<file path="config.mk">
export PLATFORM = sky130hd
export DESIGN_NAME = json_string_field_extractor_core_flat
export DESIGN_NICKNAME = d
export VERILOG_FILES = /design/src/hdl/jsfx_pkg.sv /design/src/hdl/jsfx_if.sv /design/src/hdl/jsfx_ram.sv /design/src/hdl/jsfx_parser.sv /design/src/hdl/jsfx_drain.sv /design/src/hdl/json_string_field_extractor_core.sv /design/src/flat_wrapper.sv
export SDC_FILE = /design/constraint.sdc
export NUM_CORES = 2
export LEC_CHECK = 0
export ABC_AREA = 1
export BUFFER_PORTS_ARGS = -buffer_cell sky130_fd_sc_hd__buf_2
export CAP_MARGIN = 20
export CORE_UTILIZATION = 45
export CTS_CLUSTER_DIAMETER = 50
export DETAILED_ROUTE_END_ITERATION = 7
export GPL_TIMING_DRIVEN = 0
export SLEW_MARGIN = 20
export SYNTH_ARGS = -nofsm -noshare
export SYNTH_HDL_FRONTEND = slang
export SYNTH_SLANG_ARGS = --single-unit
</file>
<file path="constraint.sdc">
create_clock -name clk -period 5.6 [get_ports clk]
set_input_delay 1.12 -clock clk [delete_from_list [all_inputs] [get_ports clk]]
set_output_delay 1.12 -clock clk [all_outputs]
set_load 0.005 [all_outputs]
</file>
<file path="src/hdl/jsfx_pkg.sv">
// Shared types, sizes and character codes for the JSON string field extractor.
// Used by the interfaces, the parser, the result drain and the top level.
`default_nettype none

package jsfx_pkg;

  // Sizes
  localparam int KEY_MAX_BYTES   = 8;
  localparam int VALUE_MAX_BYTES = 64;

  localparam int WIN_DEPTH  = KEY_MAX_BYTES + 2;
  localparam int WIN_IDX_W  = $clog2(WIN_DEPTH);
  localparam int CNT_W      = $clog2(VALUE_MAX_BYTES + 1);
  localparam int PTR_W      = $clog2(VALUE_MAX_BYTES);
  localparam int RAM_DEPTH  = 2 * VALUE_MAX_BYTES;
  localparam int RAM_AW     = PTR_W + 1;
  localparam int CMP_W      = ((CNT_W > 7) ? CNT_W : 7) + 1;

  // Field widths
  localparam int KEY_CHARS_W   = 64;
  localparam int KEY_LENGTH_W  = 4;
  localparam int VALUE_LIMIT_W = 7;
  localparam int CFG_IDX_W     = 2;
  localparam int CFG_DATA_W    = 64;

  // Character codes
  localparam logic [7:0] CH_NUL       = 8'h00;
  localparam logic [7:0] CH_SPACE     = 8'h20;
  localparam logic [7:0] CH_TAB       = 8'h09;
  localparam logic [7:0] CH_CR        = 8'h0D;
  localparam logic [7:0] CH_LF        = 8'h0A;
  localparam logic [7:0] CH_COLON     = 8'h3A;
  localparam logic [7:0] CH_QUOTE     = 8'h22;
  localparam logic [7:0] CH_BACKSLASH = 8'h5C;

  // Configuration register indexes
  typedef enum logic [CFG_IDX_W-1:0] {
    CFG_KEY_CHARS   = 2'd0,
    CFG_KEY_LENGTH  = 2'd1,
    CFG_VALUE_LIMIT = 2'd2
  } cfg_index_t;

  // Parse phases
  typedef enum logic [2:0] {
    PH_SEARCH,
    PH_COLON,
    PH_OPENQ,
    PH_VALUE,
    PH_ESCAPE,
    PH_DONE,
    PH_FAIL
  } parse_phase_t;

  // Configuration as seen by the parser
  typedef struct packed {
    logic [KEY_CHARS_W-1:0]   key_chars;
    logic [KEY_LENGTH_W-1:0]  key_length;
    logic [VALUE_LIMIT_W-1:0] value_limit;
  } cfg_t;

  // Finished payload handed from parser to drain
  typedef struct packed {
    logic             valid;
    logic             bank;
    logic [CNT_W-1:0] count;
    logic             found;
  } job_t;

  // Value store write port
  typedef struct packed {
    logic              we;
    logic [RAM_AW-1:0] addr;
    logic [7:0]        data;
  } ram_wr_t;

  function automatic logic is_space(input logic [7:0] b);
    return (b == CH_SPACE) || (b == CH_TAB) || (b == CH_CR) || (b == CH_LF);
  endfunction

endpackage

`default_nettype wire

</file>
<file path="src/hdl/jsfx_if.sv">
// Valid/ready channel interfaces: text input, result output, register write.
// Depends on jsfx_pkg for field widths.
`default_nettype none

interface jsfx_text_if;
  logic       valid;
  logic       ready;
  logic [7:0] text_byte;
  logic       end_of_text;
  modport source (output valid, output text_byte, output end_of_text, input ready);
  modport sink   (input valid, input text_byte, input end_of_text, output ready);
endinterface

interface jsfx_result_if;
  logic       valid;
  logic       ready;
  logic [7:0] value_byte;
  logic       found;
  logic       last_of_run;
  modport source (output valid, output value_byte, output found, output last_of_run,
                  input ready);
  modport sink   (input valid, input value_byte, input found, input last_of_run,
                  output ready);
endinterface

interface jsfx_cfg_if;
  logic                           valid;
  logic                           ready;
  logic [jsfx_pkg::CFG_IDX_W-1:0] index;
  logic [jsfx_pkg::CFG_DATA_W-1:0] data;
  modport source (output valid, output index, output data, input ready);
  modport sink   (input valid, input index, input data, output ready);
endinterface

`default_nettype wire

</file>
<file path="src/hdl/jsfx_ram.sv">
// Generic simple dual-port RAM: one write port, one read port, registered read.
// Stands alone; no package use.
`default_nettype none

module jsfx_ram #(
  parameter int WIDTH = 8,
  parameter int DEPTH = 128
) (
  input  wire logic                     clk,
  input  wire logic                     we,
  input  wire logic [$clog2(DEPTH)-1:0] waddr,
  input  wire logic [WIDTH-1:0]         wdata,
  input  wire logic [$clog2(DEPTH)-1:0] raddr,
  output logic      [WIDTH-1:0]         rdata
);

  logic [WIDTH-1:0] mem [DEPTH];

  // Write, then register the read word
  always_ff @(posedge clk) begin
    if (we) begin
      mem[waddr] <= wdata;
    end
    rdata <= mem[raddr];
  end

endmodule

`default_nettype wire

</file>
<file path="src/hdl/jsfx_parser.sv">
// Byte parser: key window, parse phase, value count and value store writes.
// Depends on jsfx_pkg and jsfx_text_if; hands finished payloads to the drain.
`default_nettype none

module jsfx_parser (
  input  wire logic          clk,
  input  wire logic          rst,
  jsfx_text_if.sink          text,
  input  wire jsfx_pkg::cfg_t cfg,
  input  wire logic          hold,
  output jsfx_pkg::job_t     job,
  output jsfx_pkg::ram_wr_t  wr
);

  logic [7:0]                  window [jsfx_pkg::WIN_DEPTH];
  logic [7:0]                  w_new  [jsfx_pkg::WIN_DEPTH];
  jsfx_pkg::parse_phase_t      phase, phase_next;
  logic [jsfx_pkg::CNT_W-1:0]  count, count_next;
  logic                        text_ended;
  logic                        wr_bank;

  logic                            fire, take, keep, match, room;
  logic [7:0]                      b;
  logic [jsfx_pkg::KEY_LENGTH_W-1:0] kl;
  logic [jsfx_pkg::CMP_W-1:0]      lim;

  assign text.ready = !hold;
  assign fire = text.valid && !hold;
  assign b    = text.text_byte;
  assign take = fire && !text_ended && (b != jsfx_pkg::CH_NUL);

  // Saturate key length and value limit
  assign kl = (cfg.key_length > jsfx_pkg::KEY_LENGTH_W'(jsfx_pkg::KEY_MAX_BYTES)) ?
              jsfx_pkg::KEY_LENGTH_W'(jsfx_pkg::KEY_MAX_BYTES) : cfg.key_length;
  assign lim = (jsfx_pkg::CMP_W'(cfg.value_limit) > jsfx_pkg::CMP_W'(jsfx_pkg::VALUE_MAX_BYTES))
             ? jsfx_pkg::CMP_W'(jsfx_pkg::VALUE_MAX_BYTES)
             : jsfx_pkg::CMP_W'(cfg.value_limit);
  assign room = (jsfx_pkg::CMP_W'(count) + jsfx_pkg::CMP_W'(1)) < lim;

  // Shifted window with the new byte at the front
  always_comb begin
    w_new[0] = b;
    for (int i = 1; i < jsfx_pkg::WIN_DEPTH; i++) begin
      w_new[i] = window[i-1];
    end
  end

  // Compare quote, key and quote, newest byte last
  always_comb begin
    match = (w_new[0] == jsfx_pkg::CH_QUOTE) &&
            (w_new[jsfx_pkg::WIN_IDX_W'(kl) + jsfx_pkg::WIN_IDX_W'(1)] == jsfx_pkg::CH_QUOTE);
    for (int i = 0; i < jsfx_pkg::KEY_MAX_BYTES; i++) begin
      if ((jsfx_pkg::KEY_LENGTH_W'(i) < kl) &&
          (w_new[jsfx_pkg::WIN_IDX_W'(kl) - jsfx_pkg::WIN_IDX_W'(i)] !=
           cfg.key_chars[8*i +: 8])) begin
        match = 1'b0;
      end
    end
  end

  // Next phase
  always_comb begin
    phase_next = phase;
    if (take) begin
      case (phase)
        jsfx_pkg::PH_SEARCH: begin
          if (match) phase_next = jsfx_pkg::PH_COLON;
        end
        jsfx_pkg::PH_COLON: begin
          if (!jsfx_pkg::is_space(b)) begin
            phase_next = (b == jsfx_pkg::CH_COLON) ? jsfx_pkg::PH_OPENQ : jsfx_pkg::PH_FAIL;
          end
        end
        jsfx_pkg::PH_OPENQ: begin
          if (!jsfx_pkg::is_space(b)) begin
            phase_next = (b == jsfx_pkg::CH_QUOTE) ? jsfx_pkg::PH_VALUE : jsfx_pkg::PH_FAIL;
          end
        end
        jsfx_pkg::PH_VALUE: begin
          if (b == jsfx_pkg::CH_QUOTE) begin
            phase_next = jsfx_pkg::PH_DONE;
          end else if (b == jsfx_pkg::CH_BACKSLASH) begin
            phase_next = jsfx_pkg::PH_ESCAPE;
          end
        end
        jsfx_pkg::PH_ESCAPE: phase_next = jsfx_pkg::PH_VALUE;
        default:             phase_next = phase;
      endcase
    end
  end

  // Phase outputs: keep a value byte while there is room
  always_comb begin
    keep = 1'b0;
    case (phase)
      jsfx_pkg::PH_VALUE:  keep = take && (b != jsfx_pkg::CH_QUOTE) && room;
      jsfx_pkg::PH_ESCAPE: keep = take && room;
      default:             keep = 1'b0;
    endcase
  end

  assign count_next = count + jsfx_pkg::CNT_W'(keep);

  assign wr.we   = keep;
  assign wr.addr = {wr_bank, count[jsfx_pkg::PTR_W-1:0]};
  assign wr.data = b;

  // Hand over the payload on its final beat
  assign job.valid = fire && text.end_of_text;
  assign job.bank  = wr_bank;
  assign job.count = count_next;
  assign job.found = (phase_next == jsfx_pkg::PH_DONE) && (count_next != '0);

  // Parse state; clear it after each payload and flip the store bank
  always_ff @(posedge clk) begin
    if (rst) begin
      phase      <= jsfx_pkg::PH_SEARCH;
      count      <= '0;
      text_ended <= 1'b0;
      wr_bank    <= 1'b0;
      for (int i = 0; i < jsfx_pkg::WIN_DEPTH; i++) window[i] <= '0;
    end else if (fire && text.end_of_text) begin
      phase      <= jsfx_pkg::PH_SEARCH;
      count      <= '0;
      text_ended <= 1'b0;
      wr_bank    <= !wr_bank;
      for (int i = 0; i < jsfx_pkg::WIN_DEPTH; i++) window[i] <= '0;
    end else if (fire) begin
      phase <= phase_next;
      count <= count_next;
      if (!text_ended && (b == jsfx_pkg::CH_NUL)) text_ended <= 1'b1;
      if (take && (phase == jsfx_pkg::PH_SEARCH)) begin
        for (int i = 0; i < jsfx_pkg::WIN_DEPTH; i++) window[i] <= w_new[i];
      end
    end
  end

endmodule

`default_nettype wire

</file>
<file path="src/hdl/jsfx_drain.sv">
// Result drain: holds one running and one queued payload, reads the value
// store and feeds a two-beat output queue. Depends on jsfx_pkg, jsfx_result_if.
`default_nettype none

module jsfx_drain (
  input  wire logic                         clk,
  input  wire logic                         rst,
  input  wire jsfx_pkg::job_t               job,
  output logic                              hold,
  output logic [jsfx_pkg::RAM_AW-1:0]       raddr,
  input  wire logic [7:0]                   rdata,
  jsfx_result_if.source                     result
);

  // Running and queued payloads
  logic                        active, pending;
  logic                        cur_bank, cur_found, pend_bank, pend_found;
  logic [jsfx_pkg::CNT_W-1:0]  cur_count, pend_count;
  logic [jsfx_pkg::PTR_W-1:0]  rd_ptr;

  // Read return stage
  logic ret_valid, ret_found, ret_last;

  // Output queue
  logic [7:0] q_byte  [2];
  logic       q_found [2];
  logic       q_last  [2];
  logic       q_wr, q_rd;
  logic [1:0] occ;

  logic issue, issue_last, drain_done, pop;

  assign pop   = (occ != 2'd0) && result.ready;
  assign issue = active &&
                 ((3'(occ) + 3'(ret_valid)) <= (3'd1 + 3'(pop)));
  assign issue_last = !cur_found ||
                      ((jsfx_pkg::CNT_W'(rd_ptr) + jsfx_pkg::CNT_W'(1)) == cur_count);
  assign drain_done = issue && issue_last;
  assign raddr = {cur_bank, rd_ptr};

  // A queued payload blocks the parser: its next bank is still being read
  assign hold = pending;

  assign result.valid       = (occ != 2'd0);
  assign result.value_byte  = q_byte[q_rd];
  assign result.found       = q_found[q_rd];
  assign result.last_of_run = q_last[q_rd];

  // Payload bookkeeping
  always_ff @(posedge clk) begin
    if (rst) begin
      active  <= 1'b0;
      pending <= 1'b0;
    end else begin
      if (job.valid && (!active || drain_done)) begin
        active <= 1'b1;
      end else if (drain_done && pending) begin
        pending <= 1'b0;
      end else if (drain_done) begin
        active <= 1'b0;
      end
      if (job.valid && active && !drain_done) begin
        pending <= 1'b1;
      end
    end
  end

  always_ff @(posedge clk) begin
    if (job.valid && (!active || drain_done)) begin
      cur_bank  <= job.bank;
      cur_count <= job.count;
      cur_found <= job.found;
      rd_ptr    <= '0;
    end else if (drain_done && pending) begin
      cur_bank  <= pend_bank;
      cur_count <= pend_count;
      cur_found <= pend_found;
      rd_ptr    <= '0;
    end else if (issue) begin
      rd_ptr <= rd_ptr + jsfx_pkg::PTR_W'(1);
    end
    if (job.valid && active && !drain_done) begin
      pend_bank  <= job.bank;
      pend_count <= job.count;
      pend_found <= job.found;
    end
  end

  // Track the read in flight
  always_ff @(posedge clk) begin
    if (rst) begin
      ret_valid <= 1'b0;
    end else begin
      ret_valid <= issue;
    end
    ret_found <= cur_found;
    ret_last  <= issue_last;
  end

  // Push returned beats, pop on acceptance
  always_ff @(posedge clk) begin
    if (rst) begin
      q_wr <= 1'b0;
      q_rd <= 1'b0;
      occ  <= 2'd0;
    end else begin
      if (ret_valid) q_wr <= !q_wr;
      if (pop)       q_rd <= !q_rd;
      occ <= occ + 2'(ret_valid) - 2'(pop);
    end
  end

  always_ff @(posedge clk) begin
    if (ret_valid) begin
      q_byte[q_wr]  <= ret_found ? rdata : 8'h00;
      q_found[q_wr] <= ret_found;
      q_last[q_wr]  <= ret_last;
    end
  end

  a_queue_bound: assert property (@(posedge clk) disable iff (rst) occ <= 2'd2)
    else $error("output queue overflow");

  a_return_room: assert property (@(posedge clk) disable iff (rst)
    ret_valid |-> ((occ != 2'd2) || pop))
    else $error("read returned into a full queue");

  a_pending_active: assert property (@(posedge clk) disable iff (rst)
    pending |-> active)
    else $error("queued payload without a running one");

  a_no_third_job: assert property (@(posedge clk) disable iff (rst)
    job.valid |-> !pending)
    else $error("payload finished while another was queued");

  a_bank_apart: assert property (@(posedge clk) disable iff (rst)
    (pending && active) |-> (pend_bank != cur_bank))
    else $error("running and queued payloads share a bank");

endmodule

`default_nettype wire

</file>
<file path="src/hdl/json_string_field_extractor_core.sv">
// JSON string field extractor: text bytes in, extracted value bytes out.
// Instantiates jsfx_parser, jsfx_drain and jsfx_ram; uses jsfx_pkg, jsfx_if.
//
// It takes one text byte per cycle on the text channel unless held. Parsing
// state (key window, phase, count) updates in the cycle a beat is accepted, and
// kept value bytes go to a value store RAM split into two banks, so one payload
// is parsed while the result run of the previous one is read out. A result run
// leaves at one beat per cycle while result ready is high, through a two-entry
// output queue fed by the RAM's single read port, one read per beat. The final
// byte of a payload is taken even while an earlier run is still draining; the
// following payload then waits (text ready low) until that earlier run has
// issued its last read, since both banks are in use. There is no clearing pass
// after reset: only entries written in the current payload are output.
// Registers are written through the cfg channel, which is always ready.
`default_nettype none

module json_string_field_extractor_core (
  input  wire logic     clk,
  input  wire logic     rst,
  jsfx_text_if.sink     text,
  jsfx_result_if.source result,
  jsfx_cfg_if.sink      cfg
);

  jsfx_pkg::cfg_t                 cfg_regs;
  jsfx_pkg::job_t                 job;
  jsfx_pkg::ram_wr_t              wr;
  logic                           hold;
  logic [jsfx_pkg::RAM_AW-1:0]    raddr;
  logic [7:0]                     rdata;

  assign cfg.ready = 1'b1;

  // Register writes
  always_ff @(posedge clk) begin
    if (rst) begin
      cfg_regs.key_chars   <= '0;
      cfg_regs.key_length  <= jsfx_pkg::KEY_LENGTH_W'(4);
      cfg_regs.value_limit <= jsfx_pkg::VALUE_LIMIT_W'(32);
    end else if (cfg.valid) begin
      case (cfg.index)
        jsfx_pkg::CFG_KEY_CHARS:
          cfg_regs.key_chars <= cfg.data[jsfx_pkg::KEY_CHARS_W-1:0];
        jsfx_pkg::CFG_KEY_LENGTH:
          cfg_regs.key_length <= cfg.data[jsfx_pkg::KEY_LENGTH_W-1:0];
        jsfx_pkg::CFG_VALUE_LIMIT:
          cfg_regs.value_limit <= cfg.data[jsfx_pkg::VALUE_LIMIT_W-1:0];
        default: ;
      endcase
    end
  end

  jsfx_parser u_parser (
    .clk  (clk),
    .rst  (rst),
    .text (text),
    .cfg  (cfg_regs),
    .hold (hold),
    .job  (job),
    .wr   (wr)
  );

  // Parser writes one bank while the drain reads the other
  jsfx_ram #(
    .WIDTH (8),
    .DEPTH (jsfx_pkg::RAM_DEPTH)
  ) u_value_store (
    .clk   (clk),
    .we    (wr.we),
    .waddr (wr.addr),
    .wdata (wr.data),
    .raddr (raddr),
    .rdata (rdata)
  );

  jsfx_drain u_drain (
    .clk    (clk),
    .rst    (rst),
    .job    (job),
    .hold   (hold),
    .raddr  (raddr),
    .rdata  (rdata),
    .result (result)
  );

endmodule

`default_nettype wire
</file>
<file path="src/flat_wrapper.sv">
// flat-port wrapper written by rule: the top's interface ports become plain ports
module json_string_field_extractor_core_flat 
  (clk, rst, text_valid, text_text_byte, text_end_of_text, text_ready, result_valid, result_value_byte, result_found, result_last_of_run, result_ready, cfg_valid, cfg_index, cfg_data, cfg_ready);
  jsfx_text_if text_i ();
  jsfx_result_if result_i ();
  jsfx_cfg_if cfg_i ();
  input  wire logic clk;
  input  wire logic rst;
  input wire logic [$bits(text_i.valid)-1:0] text_valid;
  input wire logic [$bits(text_i.text_byte)-1:0] text_text_byte;
  input wire logic [$bits(text_i.end_of_text)-1:0] text_end_of_text;
  output wire logic [$bits(text_i.ready)-1:0] text_ready;
  output wire logic [$bits(result_i.valid)-1:0] result_valid;
  output wire logic [$bits(result_i.value_byte)-1:0] result_value_byte;
  output wire logic [$bits(result_i.found)-1:0] result_found;
  output wire logic [$bits(result_i.last_of_run)-1:0] result_last_of_run;
  input wire logic [$bits(result_i.ready)-1:0] result_ready;
  input wire logic [$bits(cfg_i.valid)-1:0] cfg_valid;
  input wire logic [$bits(cfg_i.index)-1:0] cfg_index;
  input wire logic [$bits(cfg_i.data)-1:0] cfg_data;
  output wire logic [$bits(cfg_i.ready)-1:0] cfg_ready;
  assign text_i.valid = text_valid;
  assign text_i.text_byte = text_text_byte;
  assign text_i.end_of_text = text_end_of_text;
  assign text_ready = text_i.ready;
  assign result_valid = result_i.valid;
  assign result_value_byte = result_i.value_byte;
  assign result_found = result_i.found;
  assign result_last_of_run = result_i.last_of_run;
  assign result_i.ready = result_ready;
  assign cfg_i.valid = cfg_valid;
  assign cfg_i.index = cfg_index;
  assign cfg_i.data = cfg_data;
  assign cfg_ready = cfg_i.ready;
  json_string_field_extractor_core u_core (.clk(clk), .rst(rst), .text(text_i), .result(result_i), .cfg(cfg_i));
endmodule
</file>
==> flow_metrics.env <==
export IMPL_clk_latency_ps=800
export IMPL_cp_start_kind="flop"
export IMPL_ctsHoldBuffers=0
export IMPL_syn_area_per_cell_um2=10.5
export IMPL_worstSetupEndpointType="flop"
export IMPL_cts_tree="yes"
export IMPL_avgRoutedWirePerCell_um=35.1
export IMPL_vias=45700
export IMPL_syn_nets=5287
export IMPL_slew_headroom_pct=8.20
export IMPL_initial_core_util_pct=45.4
export IMPL_setup_tns_final_ps=0
export IMPL_synth_seq_cells=1245
export IMPL_ys_warnings_count=0
export IMPL_cts_max_level=4
export IMPL_netlist_instances=5186
export IMPL_synth_cell_type_count=54
export IMPL_max_slew_worst_pin_slew_ps=1380
export IMPL_netlist_top_cell_by_area="edfxtp_1"
export IMPL_yosysSeqAreaShare_pct=66.7
export IMPL_status="complete, no violations"
export IMPL_clockRootBuffer="clkbuf_16"
export IMPL_die_h_um=350
export IMPL_synth_edff_count=1134
export IMPL_drv_cap=0
export IMPL_post_place_ws_ps=-98.2
export IMPL_synth_common_cells="1134 x edfxtp_1, 1002 x nor2_1, 768 x o21ai_0"
export IMPL_cp_max_fo=10
export IMPL_io_buffer_count=91
export IMPL_path_clk_slew_ps=60
export IMPL_final_area_um2=62700
export IMPL_hold_viol_final=0
export IMPL_rsz0062_at_grt="no"
export IMPL_cts_setup_buffers=0
export IMPL_dpl_instance_area_um2=57900
export IMPL_cts_resized=0
export IMPL_die_area_um2=122000
export IMPL_hold_slack_ps=366
export IMPL_grt_util_all_layers_pct=40.7
export IMPL_grt_pass1_wl_um=334000
export IMPL_p_leak_nw=22.2
export IMPL_hpwl_um=181000
export IMPL_synth_top_cell_area_share_pct=62.7
export IMPL_setup_violations=0
export IMPL_fin_crit_ps=5280
export IMPL_setup_ws_ps=316
export IMPL_drt_iter0_drc=7762
export IMPL_area_growth_pct=15.3
export IMPL_antenna_found_initial=24
export IMPL_ant_nets=0
export IMPL_avgViaCountPerCell=6.34
export IMPL_place_congestion=1.06
export IMPL_period_share_pct=94.4
export IMPL_finalNetCount=5580
export IMPL_cp_required_ps=6320
export IMPL_grt_pass1_vias=40500
export IMPL_first_pass_iters=8
export IMPL_clk_path_buf_depth=3
export IMPL_fin_skew_ps=33.9
export IMPL_synthTopCellsByArea="edfxtp_1 63%, o21ai_0 7.1%, nor2_1 6.9%, nand2_1 5.3%, dfxtp_1 4.1%"
export IMPL_max_freq_mhz=189
export IMPL_slew_violations=0
export IMPL_synth_top_flop_cell="edfxtp_1"
export IMPL_crit_type="flop to flop"
export IMPL_placedCellCount=6942
export IMPL_die_width_um=350
export IMPL_powerDensity_nw_per_um2=507
export IMPL_wirelength_um=253000
export IMPL_layout_cells_non_filler=7214
export IMPL_io_pins=93
export IMPL_arrival_ps=6000
export IMPL_coreArea_um2=120000
export IMPL_route_detailed_drc=0
export IMPL_grt_overflow=0
export IMPL_clock_sinks=1245
export IMPL_grt_max_degree=91
export IMPL_irDropWorstVdd_v=0.000441
export IMPL_fillers=10900
export IMPL_cts_buffers=144
export IMPL_synth_async_reset_ratio_pct=0
export IMPL_holdCritPathClass="flop to flop"
export IMPL_rows=127
export IMPL_synth_most_common_cell="edfxtp_1"
export IMPL_syn_area_um2=54400
export IMPL_layout_drive_gt1_share_pct=10.8
-- critical path, cell delays in order, from the launching register on --
cell and delay, ps:
dfxtp_1 860, clkbuf_1 340, clkbuf_1 840, o21ai_0 600, o22ai_1 380, nor2_1 120, o22ai_1 790, o21ai_0 300
o22ai_1 780, nand2_1 100, nand2_1 100
-- flip-flops by register name, indices dropped and copies added, names as in the netlist, 2 cells and up, named ones only --
signal / cells
u_core.u_drain.q_found: 2
u_core.u_drain.q_byte: 16
u_core.u_value_store.mem: 1024
u_core.u_drain.rd_ptr: 6
u_core.u_drain.occ: 2
u_core.u_value_store.rdata: 8
u_core.u_parser.phase: 3
u_core.u_parser.window: 72
u_core.u_parser.count: 7
u_core.cfg_regs: 75
u_core.u_drain.pend_count: 7
u_core.u_drain.q_last: 2
u_core.u_drain.cur_count: 7
-- final timing paths --
path                                          startpoint                             to  slack (ps)  depth (start not counted)
worst max-delay path            u_core.u_drain.rd_ptr[1]  u_core.u_value_store.rdata[3]         320                         10
worst min register to register  u_core.u_drain.cur_found       u_core.u_drain.ret_found         370                          0
worst max register to register  u_core.u_drain.rd_ptr[1]  u_core.u_value_store.rdata[3]         320                         10
worst min-delay path            u_core.u_drain.cur_found       u_core.u_drain.ret_found         370                          0
-- layout by cell type, fill, tap and decap left out, drive strengths merged, types with 10 or more instances in the layout --
cell,netlist,final
xor2,19,19
clkinv,3,64
mux2,10,10
dfxtp,111,111
nand3,215,215
nor3,27,27
a21oi,87,87
ha,20,20
nand3b,26,26
o21ai,809,809
nor2,1011,1011
nand2,768,768
buf,70,217
inv,234,245
nand4,17,17
o32ai,17,17
o22ai,317,317
edfxtp,1134,1134
clkbuf,252,424
bufinv,0,11
-- per-stage QoR --
stage / util, % / total power, mW
2_1_floorplan: - / 15.4
4_1_cts: 52.3 / 30.8
6_report: 52.3 / 31.8
5_1_grt: 52.3 / 31.9
3_5_place_dp: 48.3 / 21.6
3_3_place_gp: 47.4 / 21.5
-- layout make-up --
| class | count | area (um2) | area share [%] |
|---|---|---|---|
| Timing Repair Buffer | 147 | 1300 | 2.08 |
| Inverter | 237 | 895 | 1.43 |
| Multi-Input combinational cell | 3382 | 16100 | 25.6 |
| Clock buffer | 172 | 3820 | 6.10 |
| Clock inverter | 90 | 875 | 1.40 |
| Tap cell | 1612 | 2020 | 3.22 |
| Buffer | 322 | 1400 | 2.24 |
| Antenna cell | 7 | 17.5 | 0.0279 |
| Sequential cell | 1245 | 36300 | 57.9 |
-- report_power, final --
part,switching (mW),internal (mW),leakage [nW]
Sequential,0.114,10.3,11.2
Combinational,9.64,2.28,8.71
Clock,4.02,5.43,2.29
Total,13.8,18.0,22.2
-- metal layers --
metal	track usage, %	vias to the layer above	wire [um]	share of wire [%]
li1	-	18900	-	-
met1	52.1	22400	92400	37
met2	58.5	3574	105000	42
met3	14.6	813	36000	14
met4	25.8	14	19300	7.6
met5	0.118	-	89	0.035
-- cells by family (layout without fill, tap and decap cells) --
| logic type | after synthesis | count (layout) | share of synthesized area (%) |
|---|---|---|---|
| other | 1 | 8 | 0.00690 |
| buffers and inverters | 559 | 968 | 4.16 |
| AO/OA/AOI/OAI | 1251 | 1251 | 12.5 |
| XOR/XNOR | 22 | 22 | 0.424 |
| adder cells (fa/ha/maj) | 21 | 21 | 0.497 |
| multiplexers | 10 | 10 | 0.207 |
| AND/OR/NAND/NOR | 2077 | 2077 | 15.4 |
| flip-flops | 1245 | 1245 | 66.7 |
No activity file was read; power rests on OpenSTA's default activity.
